[config.mk]
export PLATFORM = sky130hd
export DESIGN_NAME = fugm_loader
export DESIGN_NICKNAME = d
export VERILOG_FILES = /design/src/rtl/core/fugm_pkg.sv /design/src/rtl/core/fugm_loader.sv
export SDC_FILE = /design/constraint.sdc
export NUM_CORES = 1
export LEC_CHECK = 0
export ABC_AREA = 1
export BUFFER_PORTS_ARGS = -buffer_cell sky130_fd_sc_hd__buf_2
export CAP_MARGIN = 20
export CORE_MARGIN = 2
export CORE_UTILIZATION = 50
export CTS_BUF_LIST = sky130_fd_sc_hd__clkbuf_2 sky130_fd_sc_hd__clkbuf_4 sky130_fd_sc_hd__clkbuf_8
export DETAILED_ROUTE_END_ITERATION = 7
export PLACE_DENSITY = 0.79
export SLEW_MARGIN = 10
export SYNTH_ARGS = -nofsm -noshare
export SYNTH_HDL_FRONTEND = slang
export SYNTH_SLANG_ARGS = --single-unit
[constraint.sdc]
create_clock -name clock -period 6.4 [get_ports clock]
set_clock_uncertainty 0.1 [all_clocks]
set_input_delay 0.96 -clock clock [delete_from_list [all_inputs] [get_ports clock]]
set_output_delay 0.96 -clock clock [all_outputs]
set_load 0.01 [all_outputs]
[src/rtl/core/fugm_pkg.sv]
`timescale 1ns / 1ps
`default_nettype none
// ----------------------------------------------------------------------------
// fugm_pkg: shared types and constants for the unicode glyph map
// Transaction payloads, table entry layout, word codes and scan states.
// ----------------------------------------------------------------------------
package fugm_pkg;

   // operation codes
   localparam logic OP_LOAD   = 1'b0;
   localparam logic OP_LOOKUP = 1'b1;

   // configuration register indexes
   localparam logic CSR_GLYPH_COUNT_MODE   = 1'b0;
   localparam logic CSR_GLYPH_HEIGHT_BYTES = 1'b1;

   localparam logic [7:0] GLYPH_HEIGHT_RESET = 8'd16;

   // unicode table control words
   localparam logic [15:0] WORD_SEPARATOR = 16'hFFFF;
   localparam logic [15:0] WORD_SEQUENCE  = 16'hFFFE;

   localparam logic [16:0] FONT_HEADER_BYTES = 17'd4;
   localparam logic [10:0] GLYPHS_SMALL      = 11'd256;
   localparam logic [10:0] GLYPHS_LARGE      = 11'd512;

   typedef struct packed {
      logic        operation;
      logic [15:0] word;
   } req_type;

   typedef struct packed {
      logic [8:0]  glyph_index;
      logic [16:0] glyph_offset;
      logic        undefined;
   } rsp_type;

   typedef struct packed {
      logic [15:0] code;
      logic [8:0]  glyph;
   } entry_type;

   typedef enum logic [1:0] {
      SCAN_IDLE,
      SCAN_RUN,
      SCAN_MULT,
      SCAN_RESP
   } scan_state_type;

endpackage
`default_nettype wire

[src/rtl/core/fugm_loader.sv]
`timescale 1ns / 1ps
`default_nettype none
// ----------------------------------------------------------------------------
// fugm_loader: unicode table walker
// Tracks glyph counter, sequence skip and fill count; writes entries in order.
// ----------------------------------------------------------------------------
module fugm_loader #(
   parameter int DEPTH = 512,
   parameter int AW    = 9,
   parameter int CW    = 10
) (
   input  wire logic                clock,
   input  wire logic                reset,
   input  wire logic                load_en,
   input  wire logic [15:0]         load_word,
   input  wire logic                glyph_count_mode,
   output logic                     wr_en,
   output logic [AW-1:0]            wr_addr,
   output fugm_pkg::entry_type      wr_data,
   output logic [CW-1:0]            fill_count
);
   import fugm_pkg::*;

   logic [CW-1:0] fill_ff, fill_in;
   logic [9:0]    glyph_ff, glyph_in;
   logic          skip_ff, skip_in;
   logic          done_ff, done_in;
   logic [10:0]   glyph_next;
   logic [10:0]   glyph_limit;
   logic [CW-1:0] fill_next;

   assign glyph_next  = {1'b0, glyph_ff} + 11'd1;
   assign glyph_limit = glyph_count_mode ? GLYPHS_LARGE : GLYPHS_SMALL;
   assign fill_next   = fill_ff + CW'(1);

   always_comb begin
      fill_in  = fill_ff;
      glyph_in = glyph_ff;
      skip_in  = skip_ff;
      done_in  = done_ff;
      wr_en    = 1'b0;
      if (load_en && !done_ff) begin
         if (load_word == WORD_SEPARATOR) begin
            glyph_in = glyph_next[9:0];
            skip_in  = 1'b0;
            if (glyph_next >= glyph_limit) begin
               done_in = 1'b1;
            end
         end else if (load_word == WORD_SEQUENCE) begin
            skip_in = 1'b1;
         end else if (!skip_ff && fill_ff < CW'(DEPTH)) begin
            wr_en   = 1'b1;
            fill_in = fill_next;
            if (fill_next >= CW'(DEPTH)) begin
               done_in = 1'b1;
            end
         end
      end
   end

   always_ff @(posedge clock) begin
      if (reset) begin
         fill_ff  <= '0;
         glyph_ff <= '0;
         skip_ff  <= 1'b0;
         done_ff  <= 1'b0;
      end else begin
         fill_ff  <= fill_in;
         glyph_ff <= glyph_in;
         skip_ff  <= skip_in;
         done_ff  <= done_in;
      end
   end

   assign wr_addr       = fill_ff[AW-1:0];
   assign wr_data.code  = load_word;
   assign wr_data.glyph = glyph_ff[8:0];
   assign fill_count    = fill_ff;

endmodule
`default_nettype wire

======== Word level (Yosys, flattened, before mapping) ========
Index checks and enable logic that the tools add are counted.
storage, ports and cells
  word-level logic and storage cells ...... 38
  input bits .............................. 20
  bits in registers ....................... 22
cells by class
  bitwise logic cells ..................... 2
  order comparisons ....................... 3
  add/subtract/negate cells ............... 2
  equal/unequal tests ..................... 4
  reductions and logical operators ........ 11
  multiplexer cells ....................... 12
operators with widths
  operator                                                    number
  == test 16 bit (second input constant)                      2
  adder 10 x 1 -> 11 bit (second input constant)              1
  greater-or-equal comparator 11 x 10 -> 1 bit                1
  two-way mux 1 bit                                           11
  adder 10 x 1 -> 10 bit (second input constant)              1
  greater-or-equal comparator 10 bit (second input constant)  1
  less-than comparator 10 bit (second input constant)         1
  two-way mux 10 bit                                          1
  nonzero test 2 bit                                          3
  AND reduction 5 bit                                         1
  AND reduction 2 bit                                         2
  AND reduction 4 bit                                         1
  logical AND 1 bit                                           2
  logical NOT 1 bit                                           2
  inequality test 2 x 1 -> 1 bit (second input constant)      1
  inequality test 2 bit (second input constant)               1
  inverter 1 bit                                              2

======== Logic depth before layout (Yosys ltp) ========
  depth in word-level cells ............... 6
  mapped depth ............................ 17
  gate-level depth less buffers ........... 17

======== Worst setup path before layout ========
OpenSTA, ideal clock, no wires.
  path kind ............................... input-to-output
  start point ............................. input port load_word[9]
  end point ............................... output port wr_en
  required time ........................... 5340 ps
  arrival time ............................ 1666 ps
  stages on the path ...................... 8
  setup slack ............................. 3674 ps
  path buffers ............................ 1
  cell sequence ........................... nand2_1 -> nor2_1 -> nand2_2 -> nor3_2 -> nor2_1 -> nand2_4 -> inv_2 -> buf_6
between the ends
  word-level cells in the longest chain between the ends .. 4
  elaborated cells on any way between the ends .. 5
  classes of those cells .................. 2 x eq/ne; 3 x mux
ends and longest elaborated chain
  item                 RTL line           RTL
  start, declared      fugm_loader.sv:15  input wire logic [15:0] load_word,
  == test 16 bit       fugm_loader.sv:49  end else if (load_word == WORD_SEQUENCE) begin
  two-way mux 1 bit    fugm_loader.sv:49
  two-way mux 1 bit *  fugm_loader.sv:43  if (load_word == WORD_SEPARATOR) begin
  two-way mux 1 bit *  fugm_loader.sv:42  if (load_en && !done_ff) begin
  end, declared        fugm_loader.sv:17  output logic wr_en,
Mark *: on every way between the ends. The rest lies on a longest branch, timed or not.

======== Worst setup path in the final report ========
Ends and elaborated chain as after synthesis.

==> impl_metrics.env <==
export IMPL_rows=20
export IMPL_hp_start="done_ff$_SDFFE_PP0P_"
export IMPL_totalWireLength_mm=3.23
export IMPL_fillCellCount=322
export IMPL_status="finished clean"
export IMPL_ys_warn_count=0
export IMPL_cts_resized=0
export IMPL_place_hpwl_mm=2.56
export IMPL_syn_area_per_cell_um2=7.12
export IMPL_die_y_um=60.8
export IMPL_fmax_ghz=0.331
export IMPL_grt_pass1_vias=1388
export IMPL_end_kind="output pin"
export IMPL_cts_buffer_depth=2
export IMPL_ys_top_cells_by_count="45 x nand2_1, 34 x buf_4, 25 x inv_1"
export IMPL_tightest_slew_ns=0.323
export IMPL_cts_sinks=22
export IMPL_synth_area_um2=1620
export IMPL_place_gp_congestion=0.846
export IMPL_slew_limit_headroom=0.784
export IMPL_place_ws_ns=3.38
export IMPL_portBuffers=64
export IMPL_drtIter0Drc=36
export IMPL_vias=1452
export IMPL_holdWs_ns=0.373
export IMPL_cts_tree="built"
export IMPL_seq_area_frac_synth=0.273
export IMPL_cp_endpoint="wr_en"
export IMPL_synth_seq_cells=22
export IMPL_clkTransAtPathRegs_ns=0.13
export IMPL_synth_top_area_share=0.273
export IMPL_grt_pass1_wl_mm=5.60
export IMPL_critPathLaunchType="primary input"
export IMPL_syn_nets=252
export IMPL_cp_max_fo=11
export IMPL_r2r_start="glyph_ff[1]$_SDFFE_PP0P_"
export IMPL_postRouteAntennaNets=0
export IMPL_vias_per_cell=4.79
export IMPL_ys_types=34
export IMPL_postCtsSetupRepairBufs=0
export IMPL_fin_crit_ns=3.02
export IMPL_crit_arrival_ns=1.96
export IMPL_synth_most_common_cell="nand2_1"
export IMPL_p_per_area_nw_per_um2=145
export IMPL_peakVddDrop_mv=0.102
export IMPL_cts_buffers=3
export IMPL_start_util=0.529
export IMPL_setup_tns_ns=0
export IMPL_setup_viol=0
export IMPL_finalNonFillerCells=303
export IMPL_crit_required_ns=5.34
export IMPL_setup_ws_ns=3.38
export IMPL_n_antenna_cell=0
export IMPL_grt_overflow_total=0
export IMPL_htreeDepth=1
export IMPL_crit_path_start="load_word[9]"
export IMPL_dp_cells=299
export IMPL_synth_ff_type="dfxtp_1"
export IMPL_dieArea_um2=3700
export IMPL_synthTopCellsByArea="dfxtp_1 27%, buf_4 16%, nand2_1 10%"
export IMPL_die_w_um=60.8
export IMPL_synth_top_area_cell="dfxtp_1"
export IMPL_leakagePower_uw=0.000841
export IMPL_root_buffer="clkbuf_4"
export IMPL_final_nets=285
export IMPL_maxCapViolCount=0
export IMPL_synth_edf_count=0
export IMPL_slew_violations=0
export IMPL_netlist_instances=227
export IMPL_ys_async_sr_fraction=0
export IMPL_area_growth_pct=8.68
export IMPL_core_area_um2=3050
export IMPL_hp_class="flop to flop"
export IMPL_timing_final_crit_share=0.472
export IMPL_grt_max_degree=13
export IMPL_post_drt_wl_per_cell_um=10.6
export IMPL_worstSkewPairLatency_ns=0.32
export IMPL_drc=0
export IMPL_rsz0062_at_grt="no"
export IMPL_finalHoldViolCount=0
export IMPL_antenna_found_initial=0
export IMPL_critPathKind="primary input to output pin"
export IMPL_top_level_ports=65
export IMPL_dpl_instance_area_um2=1720
export IMPL_r2r_slack_ns=4.06
export IMPL_ff_latch_area_um2=440
export IMPL_hold_buffers=0
export IMPL_regToRegEndpoint="done_ff$_SDFFE_PP0P_"
export IMPL_drt_pass1_iterations=4
export IMPL_multi_input_area_um2=787
export IMPL_rr_worst_depth=17
export IMPL_fin_area_um2=1760
export IMPL_layout_drive_gt1_share=0.359
export IMPL_grt_usage=0.195
cell type report:
cell class / count / area share
clock buffers: 4 / 0.0207
inverters: 31 / 0.0663
multi-input cells: 138 / 0.448
flip-flops and latches: 22 / 0.251
well taps: 44 / 0.0314
repair buffers: 64 / 0.182
layout by cell type (no fill, tap or decap):
master,netlist,routed
buf_2,1,64
nand2_1,45,45
inv_1,25,25
dfxtp_1,22,22
nor2_1,19,19
nand3_1,10,10
a21oi_1,10,10
o22ai_1,8,8
inv_2,6,6
xor2_1,6,6
ha_1,5,5
nor3_1,4,4
nand2_2,3,3
nor2_2,3,3
nand4_1,3,3
clkbuf_4,0,3
nand3_2,2,2
nand4_2,2,2
nor3_2,2,2
nor2_4,2,2
o21ai_1,2,2
nand2_4,1,1
and3b_1,1,1
o21ai_4,1,1
o21ai_0,1,1
mux2i_1,1,1
or2_2,1,1
xnor2_1,1,1
nor3b_1,1,1
a31oi_1,1,1
nor4_1,1,1
o31ai_2,1,1
a21oi_2,1,1
clkbuf_8,0,1
stage by stage:
| step | util | power [uW] |
|---|---|---|
| after detailed placement | 0.563 | 177 |
| after floorplan | - | 170 |
| after CTS | 0.575 | 257 |
| after global routing | 0.575 | 266 |
| final | 0.575 | 254 |
| after global placement | 0.563 | 177 |
worst min path at each step:
stage | endpoint | slack, ns | cells after the start
finish | done_ff$_SDFFE_PP0P_ | 0.37 | 2
global route | done_ff$_SDFFE_PP0P_ | 0.39 | 2
CTS | done_ff$_SDFFE_PP0P_ | 0.37 | 2
detailed placement | done_ff$_SDFFE_PP0P_ | 0.36 | 2
global placement | done_ff$_SDFFE_PP0P_ | 0.34 | 2
floorplan | done_ff$_SDFFE_PP0P_ | 0.33 | 2
registers in the layout, summed over array words and instances (netlist names):
signal      count
skip_ff         1
fill_count     10
glyph_ff       10
done_ff         1
routing by layer:
metal  vias up  routed length (um)  global-route usage
met4         0                  16              0.0497
met3         2                 133              0.0384
met1       662                1450               0.228
li1        759                   -                   -
met2        29                1620               0.363
met5         -                   0                   0
critical path, stage by stage:
cell and delay [ns]:
buf_2 0.10, nand2_1 0.05, nor2_1 0.06, nand2_2 0.11
nor3_2 0.05, nor2_1 0.18, nand2_4 0.12, inv_2 0.17
buf_2 0.16
power breakdown:
| part | internal [uW] | switching (uW) | total [uW] |
|---|---|---|---|
| clock network | 34.8 | 45.2 | 80.0 |
| logic | 14.0 | 20.0 | 34.0 |
| registers | 138 | 1.97 | 140 |
| total | 187 | 67.2 | 254 |
cell families after synthesis:
group	synth area share
AO/OA/AOI/OAI	0.0984
buffers and inverters	0.240
multiplexers	0.00620
AND/OR/NAND/NOR	0.306
flip-flops	0.273
XOR/XNOR	0.0380
adder cells (fa/ha/maj)	0.0387
(Power assumes the default switching activity.)
