File: src/rtl/core/fugm_pkg.sv
`timescale 1ns / 1ps
`default_nettype none
// ----------------------------------------------------------------------------
// fugm_pkg: shared types and constants for the unicode glyph map
// Transaction payloads, table entry layout, word codes and scan states.
// ----------------------------------------------------------------------------
package fugm_pkg;

   // operation codes
   localparam logic OP_LOAD   = 1'b0;
   localparam logic OP_LOOKUP = 1'b1;

   // configuration register indexes
   localparam logic CSR_GLYPH_COUNT_MODE   = 1'b0;
   localparam logic CSR_GLYPH_HEIGHT_BYTES = 1'b1;

   localparam logic [7:0] GLYPH_HEIGHT_RESET = 8'd16;

   // unicode table control words
   localparam logic [15:0] WORD_SEPARATOR = 16'hFFFF;
   localparam logic [15:0] WORD_SEQUENCE  = 16'hFFFE;

   localparam logic [16:0] FONT_HEADER_BYTES = 17'd4;
   localparam logic [10:0] GLYPHS_SMALL      = 11'd256;
   localparam logic [10:0] GLYPHS_LARGE      = 11'd512;

   typedef struct packed {
      logic        operation;
      logic [15:0] word;
   } req_type;

   typedef struct packed {
      logic [8:0]  glyph_index;
      logic [16:0] glyph_offset;
      logic        undefined;
   } rsp_type;

   typedef struct packed {
      logic [15:0] code;
      logic [8:0]  glyph;
   } entry_type;

   typedef enum logic [1:0] {
      SCAN_IDLE,
      SCAN_RUN,
      SCAN_MULT,
      SCAN_RESP
   } scan_state_type;

endpackage
`default_nettype wire

File: src/rtl/core/fugm_scan.sv
`timescale 1ns / 1ps
`default_nettype none
// ----------------------------------------------------------------------------
// fugm_scan: lookup sequencer
// Streams entries out of the table one per cycle, stops at the first match,
// then forms the byte offset and presents the result for one cycle.
// ----------------------------------------------------------------------------
module fugm_scan #(
   parameter int AW = 9,
   parameter int CW = 10
) (
   input  wire logic                clock,
   input  wire logic                reset,
   input  wire logic                lookup_en,
   input  wire logic [15:0]         lookup_code,
   input  wire logic [CW-1:0]       fill_count,
   input  wire logic [7:0]          glyph_height,
   output logic                     rd_en,
   output logic [AW-1:0]            rd_addr,
   input  wire fugm_pkg::entry_type rd_data,
   output logic                     busy,
   output logic                     rsp_strobe,
   output fugm_pkg::rsp_type        rsp_item
);
   import fugm_pkg::*;

   scan_state_type state_ff, state_in;
   logic [CW-1:0]  ptr_ff, ptr_in;
   logic           chk_valid_ff, chk_valid_in;
   logic           chk_last_ff, chk_last_in;
   logic [15:0]    code_ff, code_in;
   logic [8:0]     glyph_ff, glyph_in;
   logic           hit_ff, hit_in;
   logic [16:0]    offset_ff, offset_in;
   logic           match;
   logic [CW-1:0]  ptr_next;

   assign match    = chk_valid_ff && (rd_data.code == code_ff);
   assign ptr_next = ptr_ff + CW'(1);

   // next state
   always_comb begin
      state_in = state_ff;
      unique case (state_ff)
         SCAN_IDLE: begin
            if (lookup_en) begin
               state_in = SCAN_RUN;
            end
         end
         SCAN_RUN: begin
            if (match) begin
               state_in = SCAN_MULT;
            end else if ((chk_valid_ff && chk_last_ff) || fill_count == '0) begin
               state_in = SCAN_RESP;
            end
         end
         SCAN_MULT: state_in = SCAN_RESP;
         SCAN_RESP: state_in = SCAN_IDLE;
         default:   state_in = SCAN_IDLE;
      endcase
   end

   // outputs and datapath
   always_comb begin
      ptr_in       = ptr_ff;
      chk_valid_in = 1'b0;
      chk_last_in  = chk_last_ff;
      code_in      = code_ff;
      glyph_in     = glyph_ff;
      hit_in       = hit_ff;
      offset_in    = offset_ff;
      rd_en        = 1'b0;
      busy         = 1'b1;
      rsp_strobe   = 1'b0;
      unique case (state_ff)
         SCAN_IDLE: begin
            busy   = 1'b0;
            ptr_in = '0;
            hit_in = 1'b0;
            if (lookup_en) begin
               code_in = lookup_code;
            end
         end
         SCAN_RUN: begin
            rd_en        = (ptr_ff < fill_count) && !match;
            chk_valid_in = rd_en;
            chk_last_in  = (ptr_next == fill_count);
            if (rd_en) begin
               ptr_in = ptr_next;
            end
            if (match) begin
               glyph_in = rd_data.glyph;
               hit_in   = 1'b1;
            end
         end
         SCAN_MULT: begin
            offset_in = FONT_HEADER_BYTES + ({8'd0, glyph_ff} * {9'd0, glyph_height});
         end
         SCAN_RESP: begin
            rsp_strobe = 1'b1;
         end
         default: begin
            busy = 1'b1;
         end
      endcase
   end

   always_ff @(posedge clock) begin
      if (reset) begin
         state_ff     <= SCAN_IDLE;
         chk_valid_ff <= 1'b0;
         hit_ff       <= 1'b0;
      end else begin
         state_ff     <= state_in;
         chk_valid_ff <= chk_valid_in;
         hit_ff       <= hit_in;
      end
   end

   always_ff @(posedge clock) begin
      ptr_ff      <= ptr_in;
      chk_last_ff <= chk_last_in;
      code_ff     <= code_in;
      glyph_ff    <= glyph_in;
      offset_ff   <= offset_in;
   end

   assign rd_addr               = ptr_ff[AW-1:0];
   assign rsp_item.glyph_index  = hit_ff ? glyph_ff : 9'd0;
   assign rsp_item.glyph_offset = hit_ff ? offset_ff : 17'd0;
   assign rsp_item.undefined    = !hit_ff;

endmodule
`default_nettype wire

File: config.mk
export PLATFORM = sky130hd
export DESIGN_NAME = fugm_scan
export DESIGN_NICKNAME = d
export VERILOG_FILES = /design/src/rtl/core/fugm_pkg.sv /design/src/rtl/core/fugm_scan.sv
export SDC_FILE = /design/constraint.sdc
export NUM_CORES = 1
export LEC_CHECK = 0
export CAP_MARGIN = 20
export CORE_MARGIN = 5
export CORE_UTILIZATION = 60
export DETAILED_ROUTE_END_ITERATION = 16
export DONT_BUFFER_PORTS = 1
export HOLD_SLACK_MARGIN = 0.06
export PLACE_DENSITY = 0.76
export SYNTH_ARGS = -nofsm -noshare
export SYNTH_HDL_FRONTEND = slang
export SYNTH_SLANG_ARGS = --single-unit
File: constraint.sdc
create_clock -name clock -period 13.05 [get_ports clock]
set_clock_uncertainty 0.1 [all_clocks]
set_input_delay 2.61 -clock clock [delete_from_list [all_inputs] [get_ports clock]]
set_output_delay 2.61 -clock clock [all_outputs]
set_load 0.005 [all_outputs]
# After elaboration in Yosys (flattened, before gate mapping)
# Index checks and enable logic that the tools add are counted.
dict set report word_totals {
  reg_bits 57
  latchBits 0
  ramBits 0
  rom_bits 0
  in_bits 62
  out_inout_bits 39
  elab_cells 48
  n_memories 0
}
dict set report op_classes {
  n_addsub 2
  multipliers 1
  n_div 0
  magnitude_cmp 1
  n_eq_ne 9
  shifts 0
  n_mux 13
  bitwise_logic 0
  reduce_logical 14
}
# operator n
set op_table {}
lappend op_table {{$pmux 10 s2} 1}
lappend op_table {{$add 3x17->17 const A} 1}
lappend op_table {{$mul 9x8->17} 1}
lappend op_table {{$mux 17} 1}
lappend op_table {{$eq 16x16->1} 1}
lappend op_table {{$add 10x1->10 const B} 1}
lappend op_table {{$eq 10x10->1} 1}
lappend op_table {{$logic_not 10->1} 1}
lappend op_table {{$lt 10x10->1} 1}
lappend op_table {{$mux 10} 1}
lappend op_table {{$reduce_and 2->1} 5}
lappend op_table {{$mux 9} 1}
lappend op_table {{$pmux 2 s4} 1}
lappend op_table {{$mux 2} 3}
lappend op_table {{$ne 2x2->1 const B} 3}
lappend op_table {{$eq 2x2->1 const B} 2}
lappend op_table {{$mux 1} 4}
lappend op_table {{$logic_and 1x1->1} 3}
lappend op_table {{$ne 3x3->1 const B} 1}
lappend op_table {{$eq 2x1->1 const B} 1}
lappend op_table {{$logic_not 1->1} 2}
lappend op_table {{$logic_not 2->1} 1}
lappend op_table {{$pmux 1 s2} 1}
lappend op_table {{$reduce_bool 2->1} 1}
lappend op_table {{$logic_or 1x1->1} 1}

# Longest topological paths before layout
dict set report depth {
  ltp_word 6
  ltp_mapped 16
  ltp_nobuf 16
}

# Worst setup path after synthesis
# Ideal clock, no wire load.
dict set report synth_path {
  path_kind {input to output}
  start {input fill_count[7]}
  end {output rd_en}
  arrival_time_ns 4.046
  path_slack_ns 6.294
  path_stages 7
  path_buffers 0
  path_cell_list {inv_1 -> ha_1 -> a2111o_1 -> o21ai_1 -> a21oi_1 -> or4b_4 -> inv_1}
}
dict set report synth_between {
  elab_chain_cells 3
}
# item line_no
set synth_lines {}
lappend synth_lines {{from (decl)} fugm_scan.sv:16} ;# input wire logic [CW-1:0] fill_count,
lappend synth_lines {{$lt 10x10->1} fugm_scan.sv:85} ;# rd_en = (ptr_ff < fill_count) && !match;
lappend synth_lines {{$logic_and 1x1->1} fugm_scan.sv:85}
lappend synth_lines {{$mux 1} fugm_scan.sv:75} ;# unique case (state_ff)
lappend synth_lines {{to (decl)} fugm_scan.sv:18} ;# output logic rd_en,
# No other way between the ends.

# Final worst setup path
# Ends and elaborated chain as after synthesis.

==> summary.md <==
| Metric | Value |
|---|---|
| Total Neg Setup Slack | 0 ns |
| Critical Path Source | fill_count[7] |
| YS warnings | 0 |
| Core Box Area | about 0.0086 mm² |
| Design Area, Final | between 0.005 and 0.006 mm² |
| Clock Tree Root | clkbuf_8 |
| Initial antenna violation count | 0 |
| Buf+Inv Stages, Crit Path | 2 |
| Fmax | between 0.1 and 0.15 GHz |
| Worst Path Required | 10.34 ns |
| Cts hold-fix bufs | 0 |
| Final setup vio count | 0 |
| Lkg Pwr | around 2.4 nW |
| RSZ-0062 raised after global routing | false |
| Number of synthesized flops with an enable pin | 53 |
| Worst R2R Setup Slack | between 8 and 9 ns |
| ANT nets after route | 0 |
| Share of layout cells above drive strength 1 | 0.0392 |
| I/O pin total | a little over 100 |
| Resize count post-CTS | 0 |
| Crit path capture | rd_en |
| Area delta synth->final | 4.72% |
| Hold path start | state_ff[1]$_SDFFE_PP0P_ |
| Main synth FF type | edfxtp_1 |
| Die width | roughly 100 µm |
| Vias in the first global route | 3,676 |
| Post-route worst setup slack | between 6 and 7 ns |
| CP Capture Type | output port |
| Number of synthesized register bits | 57 |
| Internal power | around 0.48 mW |
| Drt pass-1 iters | 4 |
| Vias after detailed routing | roughly 3,500 |
| Mean Syn Cell Area | around 10 µm² |
| Non-Filler Instances | between 600 and 700 |
| P_sw | ~0.29 mW |
| Top cell family by delay on the critical path | compound AO/OA/AOI/OAI gates |
| H-tree depth | 3 |
| Initial Util | 0.608 |
| Fin crit share | 0.523 |
| Vias per cell | approximately 5.7 |
| Flop pwr share | 0.404 |
| Overall Power | between 0.7 and 0.8 mW |
| Die area | 0.0107 mm² |
| Register area share after synthesis | 0.320 |
| Gr ovfl total | 0 |
| Slew @ Worst Pin | 0.818 ns |
| Pin count of the biggest net entering global routing | 29 |
| Final min period | roughly 6.8 ns |
| Status | completed |
| Ys async rst share | 0 |
| Post-CTS Setup Bufs | 0 |
| Dpl cells | ~600 |
| Detailed router's first-iteration violation count | approximately 120 |
| CP Max Fanout | 5 |
| Layout net count | roughly 660 |
| R2r endpoint | offset_ff[14]$_DFFE_PN_ |
| Placed Area | around 0.0053 mm² |
| Crit-path max cell delay | 0.53 ns |
| Combinational power share | 0.375 |
| Synthesized cell area | 0.00522 mm² |
| CTS tree | yes |
| Synth Instances | around 510 |
| First-pass GRT wire length | ~17 mm |
| Crit-path slowest cell | or4b_4 |
| GRT Total Usage | 0.212 |
| Worst-skew pair later-pin latency | ~0.35 ns |
| Dpl ws | slightly above 6 ns |
| Maximum clock path buffer count | 2 |
| DIE HEIGHT | 103 µm |
| Max_cap viols | 0 |
| Row cnt | 34 |
| Cell mode on critical path | inv_1 |
| IO Port Bufs | 0 |
| Arr. time, crit path | approximately 4 ns |
| HP Class | flop to flop |
| Power density over cell area | 140 mW/mm² |
| Levels on crit path | 7 |
| Drc violations | 0 |
| Syn_nets | between 600 and 700 |
| Synth cell types | 40 |
| Crit path kind | primary input to output port |
| Final hold violation count | 0 |
| Max-slew headroom | 0.455 |
| Inserted Clock Buffers | 9 |
| Post-DR wirelength/cell | ~17 µm |
| GPL Wtd Cong | about 0.83 |
| Ant. Diodes | 0 |
| Sink Count | 57 |
| Switching Fraction | 0.374 |
| Clock transition at path regs | ~0.08 ns |
| Hold WS | 0.429 ns |
| Worst path cell trace | inv_1, ha_1, a2111o_1, o21ai_1, a21oi_1, or4b_4, inv_1 |
| Reg2reg start | glyph_ff[0]$_DFFE_PP_ |
| Slew Viols, Final | 0 |
| Crit start category | primary input |
| Final HPWL DP | around 8.4 mm |
| Routed WL | between 10 and 15 mm |
| Clock Power Share | 0.221 |
| Final core utilization | 0.637 |
| Worst VDD drop | roughly 0.00011 V |
| Worst reg-to-reg path cell count | 15 |
per-layer routing:
layer / GRT usage / vias to the layer above / wire length [µm]
met5: 0 / - / 0
met2: 0.387 / 104 / 5650
met3: 0.0630 / 16 / 756
met4: 0.0568 / 0 / 155
met1: 0.243 / 1724 / 3970
li1: - / 1651 / -
power groups by stage:
stage	clock network, mW	registers (mW)	logic, mW
2_1_floorplan	0	0.295	0.253
3_3_place_gp	0	0.312	0.279
3_5_place_dp	0	0.313	0.289
4_1_cts	0.173	0.309	0.291
5_1_grt	0.181	0.316	0.328
6_report	0.169	0.309	0.287
how the worst min path moves through the flow:
stage | end | depth (start not counted)
finish | state_ff[1]$_SDFFE_PP0P_ | 2
global route | state_ff[1]$_SDFFE_PP0P_ | 2
CTS | state_ff[1]$_SDFFE_PP0P_ | 2
detailed placement | state_ff[1]$_SDFFE_PP0P_ | 2
global placement | state_ff[1]$_SDFFE_PP0P_ | 2
floorplan | state_ff[1]$_SDFFE_PP0P_ | 2
worst register-to-register path, stage by stage (launching register included):
cell and delay [ns]:
edfxtp_1 0.52, nand2_1 0.13, fa_1 0.52, fa_1 0.54, inv_1 0.05, fa_1 0.52, inv_1 0.05, fa_1 0.57
inv_1 0.05, ha_1 0.37, nand3_1 0.11, o211ai_1 0.27, o211ai_1 0.17, nor2b_1 0.18, o21ai_0 0.22, xnor2_1 0.09
logic make-up after synthesis:
group	count (synthesis)	synth area share
buf+inv	87	0.0692
fa+ha+maj	94	0.287
mux	1	0.00192
flops	57	0.320
simple gates	184	0.199
compound gates	38	0.0455
xor+xnor	46	0.0771
flip-flops by register name (all words and copies together), names as in the netlist:
name          count
chk_last_ff       1
chk_valid_ff      1
code_ff          16
glyph_ff          9
hit_ff            1
offset_ff        17
ptr_ff           10
state_ff          2
Yosys cell counts (9+ instances only):
| master | n | area (µm²) |
|---|---|---|
| and2_1 | 94 | 588 |
| inv_1 | 74 | 278 |
| edfxtp_1 | 53 | 1590 |
| ha_1 | 51 | 638 |
| fa_1 | 43 | 861 |
| xnor2_1 | 37 | 324 |
| nand2_1 | 28 | 105 |
| nor2_1 | 17 | 63.8 |
| a21oi_1 | 11 | 55.1 |
| o21ai_0 | 11 | 55.1 |
| buf_4 | 9 | 67.6 |
| nand3_1 | 9 | 45.0 |
| nand4_1 | 9 | 56.3 |
| xor2_1 | 9 | 78.8 |
layout by cell type, fill, tap and decap left out, types with 4 or more instances in the layout:
cell type,instances
and2_1,94
inv_1,74
edfxtp_1,53
ha_1,51
fa_1,43
xnor2_1,37
nand2_1,28
nor2_1,17
a21oi_1,11
o21ai_0,11
nand3_1,9
nand4_1,9
xor2_1,9
clkbuf_8,9
nor2b_1,7
nor3_1,4
and3_1,4
nor4_1,4
dfxtp_1,4
area by class of cell:
type / instances / area [µm²]
multi-input cells: 363 / 3190
inverters: 74 / 278
clock inverters: 7 / 71.3
fillers: 708 / 3120
flip-flops and latches: 57 / 1670
clock buffers: 9 / 124
well taps: 108 / 135
No activity file was read; power rests on OpenSTA's default activity.
